==> src/rtl/hcbd_pkg.sv <==
`default_nettype none

package hcbd_pkg;

  typedef logic [7:0] byte_t;
  typedef logic [1:0] end_status_t;

  // end status codes
  localparam end_status_t ST_TERMINAL  = 2'd0;
  localparam end_status_t ST_EARLY_END = 2'd1;
  localparam end_status_t ST_TRUNCATED = 2'd2;
  localparam end_status_t ST_BAD_SIZE  = 2'd3;

  localparam byte_t CH_TAB   = 8'h09;
  localparam byte_t CH_LF    = 8'h0a;
  localparam byte_t CH_VT    = 8'h0b;
  localparam byte_t CH_FF    = 8'h0c;
  localparam byte_t CH_CR    = 8'h0d;
  localparam byte_t CH_SPACE = 8'h20;

  typedef struct packed {
    logic       ok;
    logic [3:0] value;
  } hex_digit_t;

  function automatic hex_digit_t hex_decode(input byte_t c);
    hex_digit_t d;
    d.ok    = 1'b0;
    d.value = 4'd0;
    if (c >= "0" && c <= "9") begin
      d.ok    = 1'b1;
      d.value = 4'(c - "0");
    end else if (c >= "a" && c <= "f") begin
      d.ok    = 1'b1;
      d.value = 4'(c - "a" + 8'd10);
    end else if (c >= "A" && c <= "F") begin
      d.ok    = 1'b1;
      d.value = 4'(c - "A" + 8'd10);
    end
    return d;
  endfunction

  function automatic logic is_blank(input byte_t c);
    return (c == CH_SPACE) || (c == CH_TAB) || (c == CH_LF) ||
           (c == CH_VT) || (c == CH_FF) || (c == CH_CR);
  endfunction

endpackage

`default_nettype wire

==> src/rtl/hcbd_in_if.sv <==
`default_nettype none

interface hcbd_in_if;
  logic                 valid;
  logic                 ready;
  logic [7:0]           byte_in;
  logic                 last_in;

  modport source (output valid, output byte_in, output last_in, input ready);
  modport sink   (input valid, input byte_in, input last_in, output ready);
endinterface

`default_nettype wire

==> src/rtl/hcbd_out_if.sv <==
`default_nettype none

interface hcbd_out_if;
  logic       valid;
  logic       ready;
  logic [7:0] byte_out;
  logic       data_valid;
  logic       end_of_message;
  logic [1:0] end_status;

  modport source (output valid, output byte_out, output data_valid,
                  output end_of_message, output end_status, input ready);
  modport sink   (input valid, input byte_out, input data_valid,
                  input end_of_message, input end_status, output ready);
endinterface

`default_nettype wire

==> src/rtl/http_chunked_body_decoder.sv <==
// channel   dir  payload                                        handshake
// in_ch     in   byte_in[7:0], last_in                          valid/ready
// out_ch    out  byte_out[7:0], data_valid, end_of_message,     valid/ready
//                end_status[1:0]
//
// one byte per clock: the parser state updates in the cycle a byte is taken
// and any result lands in a single output register in the cycle after.
// a byte is taken whenever the output register is empty or is being drained.
// out_ch.ready low holds the result and stalls the input only when full.
// rst_n is synchronous, active low; a byte with last_in also returns the
// parser to its reset state.
`default_nettype none

module http_chunked_body_decoder #(
  parameter int SIZE_BITS = 32
) (
  input  wire logic  clk,
  input  wire logic  rst_n,
  hcbd_in_if.sink    in_ch,
  hcbd_out_if.source out_ch
);

  import hcbd_pkg::*;

  typedef enum logic [1:0] {
    PH_SIZE,
    PH_DATA,
    PH_SKIP,
    PH_STOP
  } phase_t;

  phase_t               phase_r, phase_nxt;
  logic [SIZE_BITS-1:0] size_acc_r, size_acc_nxt;
  logic                 digit_seen_r, digit_seen_nxt;
  logic                 digits_closed_r, digits_closed_nxt;
  logic                 cr_pending_r, cr_pending_nxt;
  logic [SIZE_BITS-1:0] bytes_rem_r, bytes_rem_nxt;
  logic [1:0]           skip_cnt_r, skip_cnt_nxt;
  end_status_t          stop_status_r, stop_status_nxt;

  logic        out_valid_r;
  byte_t       out_byte_r;
  logic        out_dv_r;
  logic        out_eom_r;
  end_status_t out_status_r;

  logic        in_fire;
  logic        emit;
  logic        emit_dv;
  end_status_t emit_status;
  hex_digit_t  hd;
  byte_t       c;

  assign c       = in_ch.byte_in;
  assign hd      = hex_decode(c);
  assign in_ch.ready = !out_valid_r || out_ch.ready;
  assign in_fire = in_ch.valid && in_ch.ready;

  always_comb begin
    phase_nxt         = phase_r;
    size_acc_nxt      = size_acc_r;
    digit_seen_nxt    = digit_seen_r;
    digits_closed_nxt = digits_closed_r;
    cr_pending_nxt    = cr_pending_r;
    bytes_rem_nxt     = bytes_rem_r;
    skip_cnt_nxt      = skip_cnt_r;
    stop_status_nxt   = stop_status_r;
    emit_dv           = 1'b0;

    case (phase_r)
      PH_SIZE: begin
        if (cr_pending_r && c == CH_LF) begin
          if (!digit_seen_r) begin
            phase_nxt       = PH_STOP;
            stop_status_nxt = ST_BAD_SIZE;
          end else if (size_acc_r == '0) begin
            phase_nxt       = PH_STOP;
            stop_status_nxt = ST_TERMINAL;
          end else begin
            bytes_rem_nxt = size_acc_r;
            phase_nxt     = PH_DATA;
          end
          size_acc_nxt      = '0;
          digit_seen_nxt    = 1'b0;
          digits_closed_nxt = 1'b0;
          cr_pending_nxt    = 1'b0;
        end else begin
          cr_pending_nxt = (c == CH_CR);
          if (!digits_closed_r) begin
            if (hd.ok) begin
              // another digit would shift bits out of the size
              if (size_acc_r[SIZE_BITS-1 -: 4] != 4'd0) begin
                phase_nxt       = PH_STOP;
                stop_status_nxt = ST_BAD_SIZE;
              end else begin
                size_acc_nxt   = {size_acc_r[SIZE_BITS-5:0], hd.value};
                digit_seen_nxt = 1'b1;
              end
            end else if (digit_seen_r || !is_blank(c)) begin
              digits_closed_nxt = 1'b1;
            end
          end
        end
      end
      PH_DATA: begin
        emit_dv       = 1'b1;
        bytes_rem_nxt = bytes_rem_r - SIZE_BITS'(1);
        if (bytes_rem_r == SIZE_BITS'(1)) begin
          phase_nxt    = PH_SKIP;
          skip_cnt_nxt = 2'd2;
        end
      end
      PH_SKIP: begin
        skip_cnt_nxt = skip_cnt_r - 2'd1;
        if (skip_cnt_r == 2'd1) begin
          phase_nxt         = PH_SIZE;
          size_acc_nxt      = '0;
          digit_seen_nxt    = 1'b0;
          digits_closed_nxt = 1'b0;
          cr_pending_nxt    = 1'b0;
        end
      end
      default: ;
    endcase

    if (phase_nxt == PH_STOP) begin
      emit_status = stop_status_nxt;
    end else if (phase_nxt == PH_DATA) begin
      emit_status = ST_TRUNCATED;
    end else begin
      emit_status = ST_EARLY_END;
    end
  end

  assign emit = emit_dv || in_ch.last_in;

  always_ff @(posedge clk) begin
    if (!rst_n) begin
      phase_r         <= PH_SIZE;
      size_acc_r      <= '0;
      digit_seen_r    <= 1'b0;
      digits_closed_r <= 1'b0;
      cr_pending_r    <= 1'b0;
      bytes_rem_r     <= '0;
      skip_cnt_r      <= 2'd0;
      stop_status_r   <= ST_TERMINAL;
    end else if (in_fire) begin
      if (in_ch.last_in) begin
        phase_r         <= PH_SIZE;
        size_acc_r      <= '0;
        digit_seen_r    <= 1'b0;
        digits_closed_r <= 1'b0;
        cr_pending_r    <= 1'b0;
        bytes_rem_r     <= '0;
        skip_cnt_r      <= 2'd0;
        stop_status_r   <= ST_TERMINAL;
      end else begin
        phase_r         <= phase_nxt;
        size_acc_r      <= size_acc_nxt;
        digit_seen_r    <= digit_seen_nxt;
        digits_closed_r <= digits_closed_nxt;
        cr_pending_r    <= cr_pending_nxt;
        bytes_rem_r     <= bytes_rem_nxt;
        skip_cnt_r      <= skip_cnt_nxt;
        stop_status_r   <= stop_status_nxt;
      end
    end
  end

  // result register
  always_ff @(posedge clk) begin
    if (!rst_n) begin
      out_valid_r <= 1'b0;
    end else if (in_fire && emit) begin
      out_valid_r <= 1'b1;
    end else if (out_ch.ready) begin
      out_valid_r <= 1'b0;
    end
  end

  always_ff @(posedge clk) begin
    if (in_fire && emit) begin
      out_byte_r   <= emit_dv ? c : 8'd0;
      out_dv_r     <= emit_dv;
      out_eom_r    <= in_ch.last_in;
      out_status_r <= in_ch.last_in ? emit_status : ST_TERMINAL;
    end
  end

  assign out_ch.valid          = out_valid_r;
  assign out_ch.byte_out       = out_byte_r;
  assign out_ch.data_valid     = out_dv_r;
  assign out_ch.end_of_message = out_eom_r;
  assign out_ch.end_status     = out_status_r;

`ifndef SYNTHESIS
  a_result_has_content: assert property (@(posedge clk) disable iff (!rst_n)
    out_ch.valid |-> (out_ch.data_valid || out_ch.end_of_message))
    else $error("result carries neither data nor end of message");

  a_status_only_at_end: assert property (@(posedge clk) disable iff (!rst_n)
    (out_ch.valid && !out_ch.end_of_message) |-> (out_ch.end_status == ST_TERMINAL))
    else $error("end status set on a result that is not the last");

  a_last_resets_parser: assert property (@(posedge clk) disable iff (!rst_n)
    (in_fire && in_ch.last_in) |=> (phase_r == PH_SIZE && bytes_rem_r == '0))
    else $error("parser not back in size line phase after last byte");

  a_data_count_nonzero: assert property (@(posedge clk) disable iff (!rst_n)
    (phase_r == PH_DATA) |-> (bytes_rem_r != '0))
    else $error("data phase with no bytes remaining");

  a_skip_count_range: assert property (@(posedge clk) disable iff (!rst_n)
    (phase_r == PH_SKIP) |-> (skip_cnt_r == 2'd1 || skip_cnt_r == 2'd2))
    else $error("skip counter out of range in skip phase");
`endif

endmodule

`default_nettype wire
==> src/flat_wrapper.sv <==
// flat-port wrapper written by rule: the top's interface ports become plain ports
module http_chunked_body_decoder_flat import hcbd_pkg::*;
#(
  parameter int SIZE_BITS = 32
)
  (clk, rst_n, in_ch_valid, in_ch_byte_in, in_ch_last_in, in_ch_ready, out_ch_valid, out_ch_byte_out, out_ch_data_valid, out_ch_end_of_message, out_ch_end_status, out_ch_ready);
  hcbd_in_if in_ch_i ();
  hcbd_out_if out_ch_i ();
  input  wire logic clk;
  input  wire logic rst_n;
  input wire logic [$bits(in_ch_i.valid)-1:0] in_ch_valid;
  input wire logic [$bits(in_ch_i.byte_in)-1:0] in_ch_byte_in;
  input wire logic [$bits(in_ch_i.last_in)-1:0] in_ch_last_in;
  output wire logic [$bits(in_ch_i.ready)-1:0] in_ch_ready;
  output wire logic [$bits(out_ch_i.valid)-1:0] out_ch_valid;
  output wire logic [$bits(out_ch_i.byte_out)-1:0] out_ch_byte_out;
  output wire logic [$bits(out_ch_i.data_valid)-1:0] out_ch_data_valid;
  output wire logic [$bits(out_ch_i.end_of_message)-1:0] out_ch_end_of_message;
  output wire logic [$bits(out_ch_i.end_status)-1:0] out_ch_end_status;
  input wire logic [$bits(out_ch_i.ready)-1:0] out_ch_ready;
  assign in_ch_i.valid = in_ch_valid;
  assign in_ch_i.byte_in = in_ch_byte_in;
  assign in_ch_i.last_in = in_ch_last_in;
  assign in_ch_ready = in_ch_i.ready;
  assign out_ch_valid = out_ch_i.valid;
  assign out_ch_byte_out = out_ch_i.byte_out;
  assign out_ch_data_valid = out_ch_i.data_valid;
  assign out_ch_end_of_message = out_ch_i.end_of_message;
  assign out_ch_end_status = out_ch_i.end_status;
  assign out_ch_i.ready = out_ch_ready;
  http_chunked_body_decoder #(.SIZE_BITS(SIZE_BITS)) u_core (.clk(clk), .rst_n(rst_n), .in_ch(in_ch_i), .out_ch(out_ch_i));
endmodule
==> config.mk <==
export PLATFORM = sky130hd
export DESIGN_NAME = http_chunked_body_decoder_flat
export DESIGN_NICKNAME = d
export VERILOG_FILES = /design/src/rtl/hcbd_pkg.sv /design/src/rtl/hcbd_in_if.sv /design/src/rtl/hcbd_out_if.sv /design/src/rtl/http_chunked_body_decoder.sv /design/src/flat_wrapper.sv
export SDC_FILE = /design/constraint.sdc
export NUM_CORES = 1
export LEC_CHECK = 0
export BUFFER_PORTS_ARGS = -buffer_cell sky130_fd_sc_hd__buf_2
export CORE_UTILIZATION = 60
export DETAILED_ROUTE_END_ITERATION = 10
export PLACE_DENSITY = 0.79
export SLEW_MARGIN = 25
export SYNTH_ARGS = -nofsm -noshare
export SYNTH_HDL_FRONTEND = slang
export SYNTH_SLANG_ARGS = --single-unit
==> constraint.sdc <==
create_clock -name clk -period 3.15 [get_ports clk]
set_clock_uncertainty 0.15 [all_clocks]
set_input_delay 0.1575 -clock clk [delete_from_list [all_inputs] [get_ports clk]]
set_output_delay 0.1575 -clock clk [all_outputs]
set_load 0.01 [all_outputs]
After elaboration in Yosys (flattened, before gate mapping)
Cells that the tools add are included.
Operators by class
  add/sub/neg operators: 7
  $lt $le $gt $ge: 6
  eq/ne operators: 20
  multiplexer cells: 57
  reductions and logical operators: 27
Operators by type and width (number)
  32-bit two-way mux: 10
  32-bit one-hot mux with 2 select lines: 2
  2-bit two-way mux: 21
  8-bit by 4-bit == test with 1-bit output, second input constant: 5
  32-bit by 1-bit == test with 1-bit output, second input constant: 1
  32-bit zero test: 1
  32-bit by 1-bit subtractor with 32-bit output, second input constant: 1
  8-bit by 7-bit greater-or-equal comparator with 1-bit output, second input constant: 2
  8-bit by 7-bit <= comparator with 1-bit output, second input constant: 2
  1-bit two-way mux: 16
  5-bit two-way mux: 3
  3-bit by 2-bit != test with 1-bit output, second input constant: 4
  4-bit by 1-bit subtractor with 4-bit output, second input constant: 3
  3-bit nonzero test: 3
  4-bit adder, second input constant: 2
  8-bit by 6-bit == test with 1-bit output, second input constant: 1
  8-bit by 6-bit greater-or-equal comparator with 1-bit output, second input constant: 1
  8-bit by 6-bit <= comparator with 1-bit output, second input constant: 1
  1-bit logical OR: 8
  2-bit by 1-bit == test with 1-bit output, second input constant: 3
  1-bit logical AND: 6
  1-bit one-hot mux with 2 select lines: 3
  2-bit one-hot mux with 3 select lines: 1
  3-bit AND reduction: 2
  other kinds (13): 15
Storage, ports and cells
  flip-flop bits (word level): 86
  word-level logic and storage cells: 130

Longest topological paths before layout
  depth in word-level cells: 14
  gate-level depth with buffers: 10
  gate-level depth less buffers: 8

Least setup slack after synthesis
OpenSTA, ideal clock, no wires.
  path type: reg2reg
  start point: register u_core.bytes_rem_r[0]
  end point: register u_core.out_status_r[1], in the netlist u_core.out_ch.end_status[1] (data pin)
  setup time: 0.256 ns
  arrival time: 1.963 ns
  slack: 0.781 ns
  cell stages (with the launch flop): 8
  clock period less this slack: 2.369 ns
  path through: dfxtp_1 -> ha_1 -> or4b_2 -> nor4_1 -> nand4_1 -> nor2b_1 -> o22a_1 -> o211a_1
Between the ends
  longest elaborated chain between the ends: 6
  elaborated cells between the ends (all ways): 7
  those cells by class: eq/ne: 3; mux: 4
RTL lines
  start: declaration: RTL line http_chunked_body_decoder.sv:37  | logic [SIZE_BITS-1:0] bytes_rem_r, bytes_rem_nxt;
  start signal: assignment: RTL line http_chunked_body_decoder.sv:163  | bytes_rem_r <= bytes_rem_nxt;
  32-bit by 1-bit == test with 1-bit output *: RTL line http_chunked_body_decoder.sv:108  | if (bytes_rem_r == SIZE_BITS'(1)) begin
  2-bit two-way mux *: RTL line http_chunked_body_decoder.sv:108
  2-bit one-hot mux with 3 select lines *: RTL line http_chunked_body_decoder.sv:70  | case (phase_r)
  2-bit by 1-bit == test with 1-bit output: RTL line http_chunked_body_decoder.sv:128  | end else if (phase_nxt == PH_DATA) begin
  2-bit two-way mux: RTL line http_chunked_body_decoder.sv:128
  2-bit two-way mux *: RTL line http_chunked_body_decoder.sv:126  | if (phase_nxt == PH_STOP) begin
  end signal: assignment: RTL line http_chunked_body_decoder.sv:186  | out_status_r <= in_ch.last_in ? emit_status : ST_TERMINAL;
  end: declaration: RTL line http_chunked_body_decoder.sv:45  | end_status_t out_status_r;
Every way passes the cells marked *; elsewhere a longest branch is shown, timed or not.
A chain may end at the register's enable or synchronous reset.

Final worst setup path
  start point: input in_ch_byte_in[4]
  end point: register u_core.bytes_rem_r[30]
Between the ends
  longest elaborated chain between the ends: 4
RTL lines
  start: declaration: RTL line flat_wrapper.sv:12  | input wire logic [$bits(in_ch_i.byte_in)-1:0] in_ch_byte_in;
  8-bit by 4-bit == test with 1-bit output: RTL line http_chunked_body_decoder.sv:72  | if (cr_pending_r && c == CH_LF) begin
  1-bit logical AND: RTL line http_chunked_body_decoder.sv:72
  3-bit by 2-bit != test with 1-bit output (no source line)
  5-bit AND reduction (no source line)
No other way between the ends.

==> results.tsv <==
stage	metric	value	unit
worst_setup_path	cp-end-kind	flop	
global_routing	grt_max_degree	67	
place	io_buffers	26	
pwr	vdd.ir_drop.worst	0.000335	V
min_path	worst_hold_launch	in_ch_byte_in[5]	
synthesis	synth_xor_area_share	1.50	%
clocking	clkTransAtPathRegs	0.09	ns
global_routing	track_usage	31.7	%
synthesis	syn_avg_cell_area	8.17	sq um
clocking	ctsHoldBuffers	3	
place	place_congestion	0.913	
drt	totalWireLength	12500	um
clocking	post_cts_resized	0	
sta	holdWs	0.0152	ns
min_path	holdPathEnd	u_core.out_ch.byte_out[5]$_SDFFCE_PN0P_	
synthesis	muxShareOfSynthArea	1.13	%
die	row_count	31	
drt	route.vias.total	4476	
pwr	power.density_cell_area	450	mW/mm^2
die	floorplan.die.width	90.2	um
drt	via_density_per_instance	6.52	
synthesis	synth_edf_count	12	
synthesis	synth-compound-area-share	23.8	%
sta	worst_pin_slew	0.940	ns
synthesis	synthCells	572	
worst_setup_path	critPathRequiredTime	3.27	ns
worst_setup_path	timing.critical_path.cells	dlygate4sd3_1, buf_2, nor3_1, and3_1, a21oi_1, o41ai_4, nand3_1, o31ai_1	
cells_and_area	final_cells	686	
worst_setup_path	reg_to_reg_endpoint	u_core.out_ch.end_status[1]$_SDFFCE_PN0P_	
clocking	tritoncts.num_buffers	9	
die	floorplan.initialDensity	63.4	%
synthesis	synth.top_cell.area_share	31.7	%
synthesis	synth_simple_gate_area_share	26.4	%
worst_setup_path	worst_setup_path_start_kind	input port	
synthesis	synth-adder-area-share	2.14	%
clocking	cts_htree_levels	3	
sta	postLayoutSetupSlackWorst	0.442	ns
synthesis	yosys-top-cells-area	sky130_fd_sc_hd__dfxtp_1 32%, sky130_fd_sc_hd__edfxtp_1 7.7%, sky130_fd_sc_hd__nand2_1 5.6%	
sta	timing_hold_violations_final	0	
synthesis	synth_area_leader_cell	sky130_fd_sc_hd__dfxtp_1	
clocking	cts_tree	done	
global_routing	grt_pass1_wl	20800	um
clocking	cts.repair_timing.setup_buffer_count	0	
place	placement.cell_area	0.00483	sq mm
sta	slew-limit-headroom	37.1	%
drt	wl_per_cell	18.2	um
synthesis	synth.cell_area	0.00467	sq mm
place	dpl.cell_count	667	
worst_setup_path	ff2ff_setup_slack	0.45	ns
pwr	leakagePower	1.87	nW
global_routing	grt_pass1_vias	4177	
sta	finish_stage_setup_viols	0	
sta	rsz0062_at_grt	no	
die	placeableCoreArea	0.00737	sq mm
sta	fin_crit	2.71	ns
clocking	clock_tree.buffer_depth	2	
cells_and_area	syn2layout_area_growth	8.87	%
sta	fin_crit_sh	86.0	%
clocking	cts.sink_count	86	
clocking	clk_tree_root_cell	sky130_fd_sc_hd__clkbuf_8	
cells_and_area	fillCellCount	607	
min_path	min_delay_path_depth	2	
status	status	completed	
drt	detail-route-antenna-nets	0	
cells_and_area	antenna_cells_inserted	0	
flow_run	maxCapViolCount	0	
worst_setup_path	cp_slowest_stage_delay	0.53	ns
min_path	timing.hold.worst.class	input port to flop	
synthesis	postSynth.asyncResetShare	0	%
worst_setup_path	r2r.worst_path.cells	6	
synthesis	yosysWarningCount	0	
sta	maxSlewViolCount	0	
cells_and_area	fin_nets	603	
worst_setup_path	critPathKind	input port to flop	
synthesis	ys_seq_elements	86	
global_routing	overflow	0	
drt	drt_first_iter_violations	370	
global_routing	grt_antenna_before_repair	0	
worst_setup_path	timing.rr.start	u_core.bytes_rem_r[18]$_SDFFE_PN0P_	
drt	drtPass1Iterations	5	
place	place.detailed.hpwl	8420	um
synthesis	synth_cell_types	68	
sta	total_neg_setup_slack	0	ns
synthesis	synth_top_family_by_area	simple AND/OR/NAND/NOR gates	
worst_setup_path	arrival	2.82	ns
worst_setup_path	cp_slowest_cell	sky130_fd_sc_hd__dlygate4sd3_1	
die	i_o_pin_total	27	
drt	drt_drc_violations_left	0	
synthesis	synth-seq-area-share	39.4	%
die	fp.dieArea	0.00814	sq mm
worst_setup_path	worst-path-max-fanout	12	
synthesis	syn-num-nets	593	
clocking	insertion_delay	0.36	ns
cells_and_area	final_layout_size_suffix_gt1_share	11.9	%
die	die_h	90.2	um
cells_and_area	post-route-cell-area	0.00508	sq mm
synthesis	synthFlopType	sky130_fd_sc_hd__dfxtp_1	
sta	timing.fmax	0.369	GHz
place	placement.setup.worst_slack	0.525	ns
==> cell usage after synthesis (all sizes together) (4+ instances only) <==
cell    instances
clkbuf         24
ha              8
nand4           8
o211ai         12
nand3          41
a32o            6
edfxtp         12
nor4           18
or4             6
a21oi          31
inv            14
buf            18
nor2           38
and3            7
o22ai           5
a21boi          4
nor3           15
a22oi           5
nor2b           5
or3             6
dfxtp          74
nand2          70
xor2            5
nor3b           4
o21ai          67
and2           10
==> cells by family after synthesis <==
family | after synthesis
XOR/XNOR | 8
buffers and inverters | 57
AND/OR/NAND/NOR | 241
AO/OA/AOI/OAI | 167
multiplexers | 5
flip-flops | 86
adder cells (fa/ha/maj) | 8
==> sequential cells by signal (all words and copies together) (netlist names) <==
signal	flops
u_core.bytes_rem_r	32
u_core.out_ch.valid	1
u_core.phase_r	2
u_core.cr_pending_r	1
u_core.skip_cnt_r	2
u_core.out_ch.end_of_message	1
u_core.size_acc_r	32
u_core.out_ch.byte_out	8
u_core.stop_status_r	2
u_core.digit_seen_r	1
u_core.digits_closed_r	1
u_core.out_ch.data_valid	1
u_core.out_ch.end_status	2
==> per-layer routing <==
metal	vias up	track usage (%)	wire length, um
met5	-	0	0
met4	0	18.4	571
met3	56	5.50	855
met2	224	50.3	5790
met1	2067	40.6	5270
li1	2129	-	-
==> report_power, final <==
| group | switching, mW | leakage [nW] | internal, mW |
|---|---|---|---|
| sequential | 0.0130 | 0.713 | 1.13 |
| combinational | 0.189 | 1.05 | 0.0978 |
| clock | 0.420 | 0.108 | 0.442 |
==> worst max-delay path by stage <==
stage	startpoint	to	slack, ns	cells after the start
detailed placement	u_core.bytes_rem_r[18]$_SDFFE_PN0P_	u_core.out_ch.end_status[1]$_SDFFCE_PN0P_	0.52	6
global route	in_ch_byte_in[7]	u_core.bytes_rem_r[30]$_SDFFE_PN0P_	0.27	8
floorplan	u_core.bytes_rem_r[0]$_SDFFE_PN0P_	u_core.out_ch.end_status[1]$_SDFFCE_PN0P_	0.78	7
CTS	in_ch_byte_in[7]	u_core.bytes_rem_r[30]$_SDFFE_PN0P_	0.49	8
finish	in_ch_byte_in[4]	u_core.bytes_rem_r[30]$_SDFFE_PN0P_	0.44	8
global placement	u_core.bytes_rem_r[18]$_SDFFE_PN0P_	u_core.out_ch.end_status[1]$_SDFFCE_PN0P_	0.64	6
==> worst max-delay path, delay by kind of cell <==
family | cells | cell delay (ns)
simple gates | 3 | 1.22
compound gates | 3 | 0.78
buf+inv | 2 | 0.67
==> cell type report <==
class,count,area (sq um),share of cell area [%]
Tap cell,99,124,2.44
Timing Repair Buffer,41,263,5.17
Sequential cell,86,1840,36.2
Inverter,15,56.3,1.11
Clock inverter,5,62.6,1.23
Clock buffer,11,163,3.20
Multi-Input combinational cell,429,2570,50.6
==> layout by cell type (no fill, tap or decap), drive strengths merged, types with 4 or more instances in the layout <==
cell and n:
nor3 15, xor2 5, nor2b 5, nand3 41
nand2 70, o211ai 12, a21oi 31, and2 10
ha 8, clkbuf 11, nor3b 4, o21ai 67
nor2 38, a32o 6, and3 7, dfxtp 74
buf 38, nand4 8, edfxtp 12, or3 6
inv 16, a22oi 5, or4 6, a21boi 4
o22ai 5, nor4 18
==> metrics by stage <==
step / power, mW / util [%]
2_1_floorplan: 1.37 / -
3_3_place_gp: 1.43 / 65.5
3_5_place_dp: 1.44 / 65.5
4_1_cts: 2.28 / 69.0
5_1_grt: 2.37 / 69.0
6_report: 2.29 / 69.0
No activity file was read; power rests on OpenSTA's default activity.
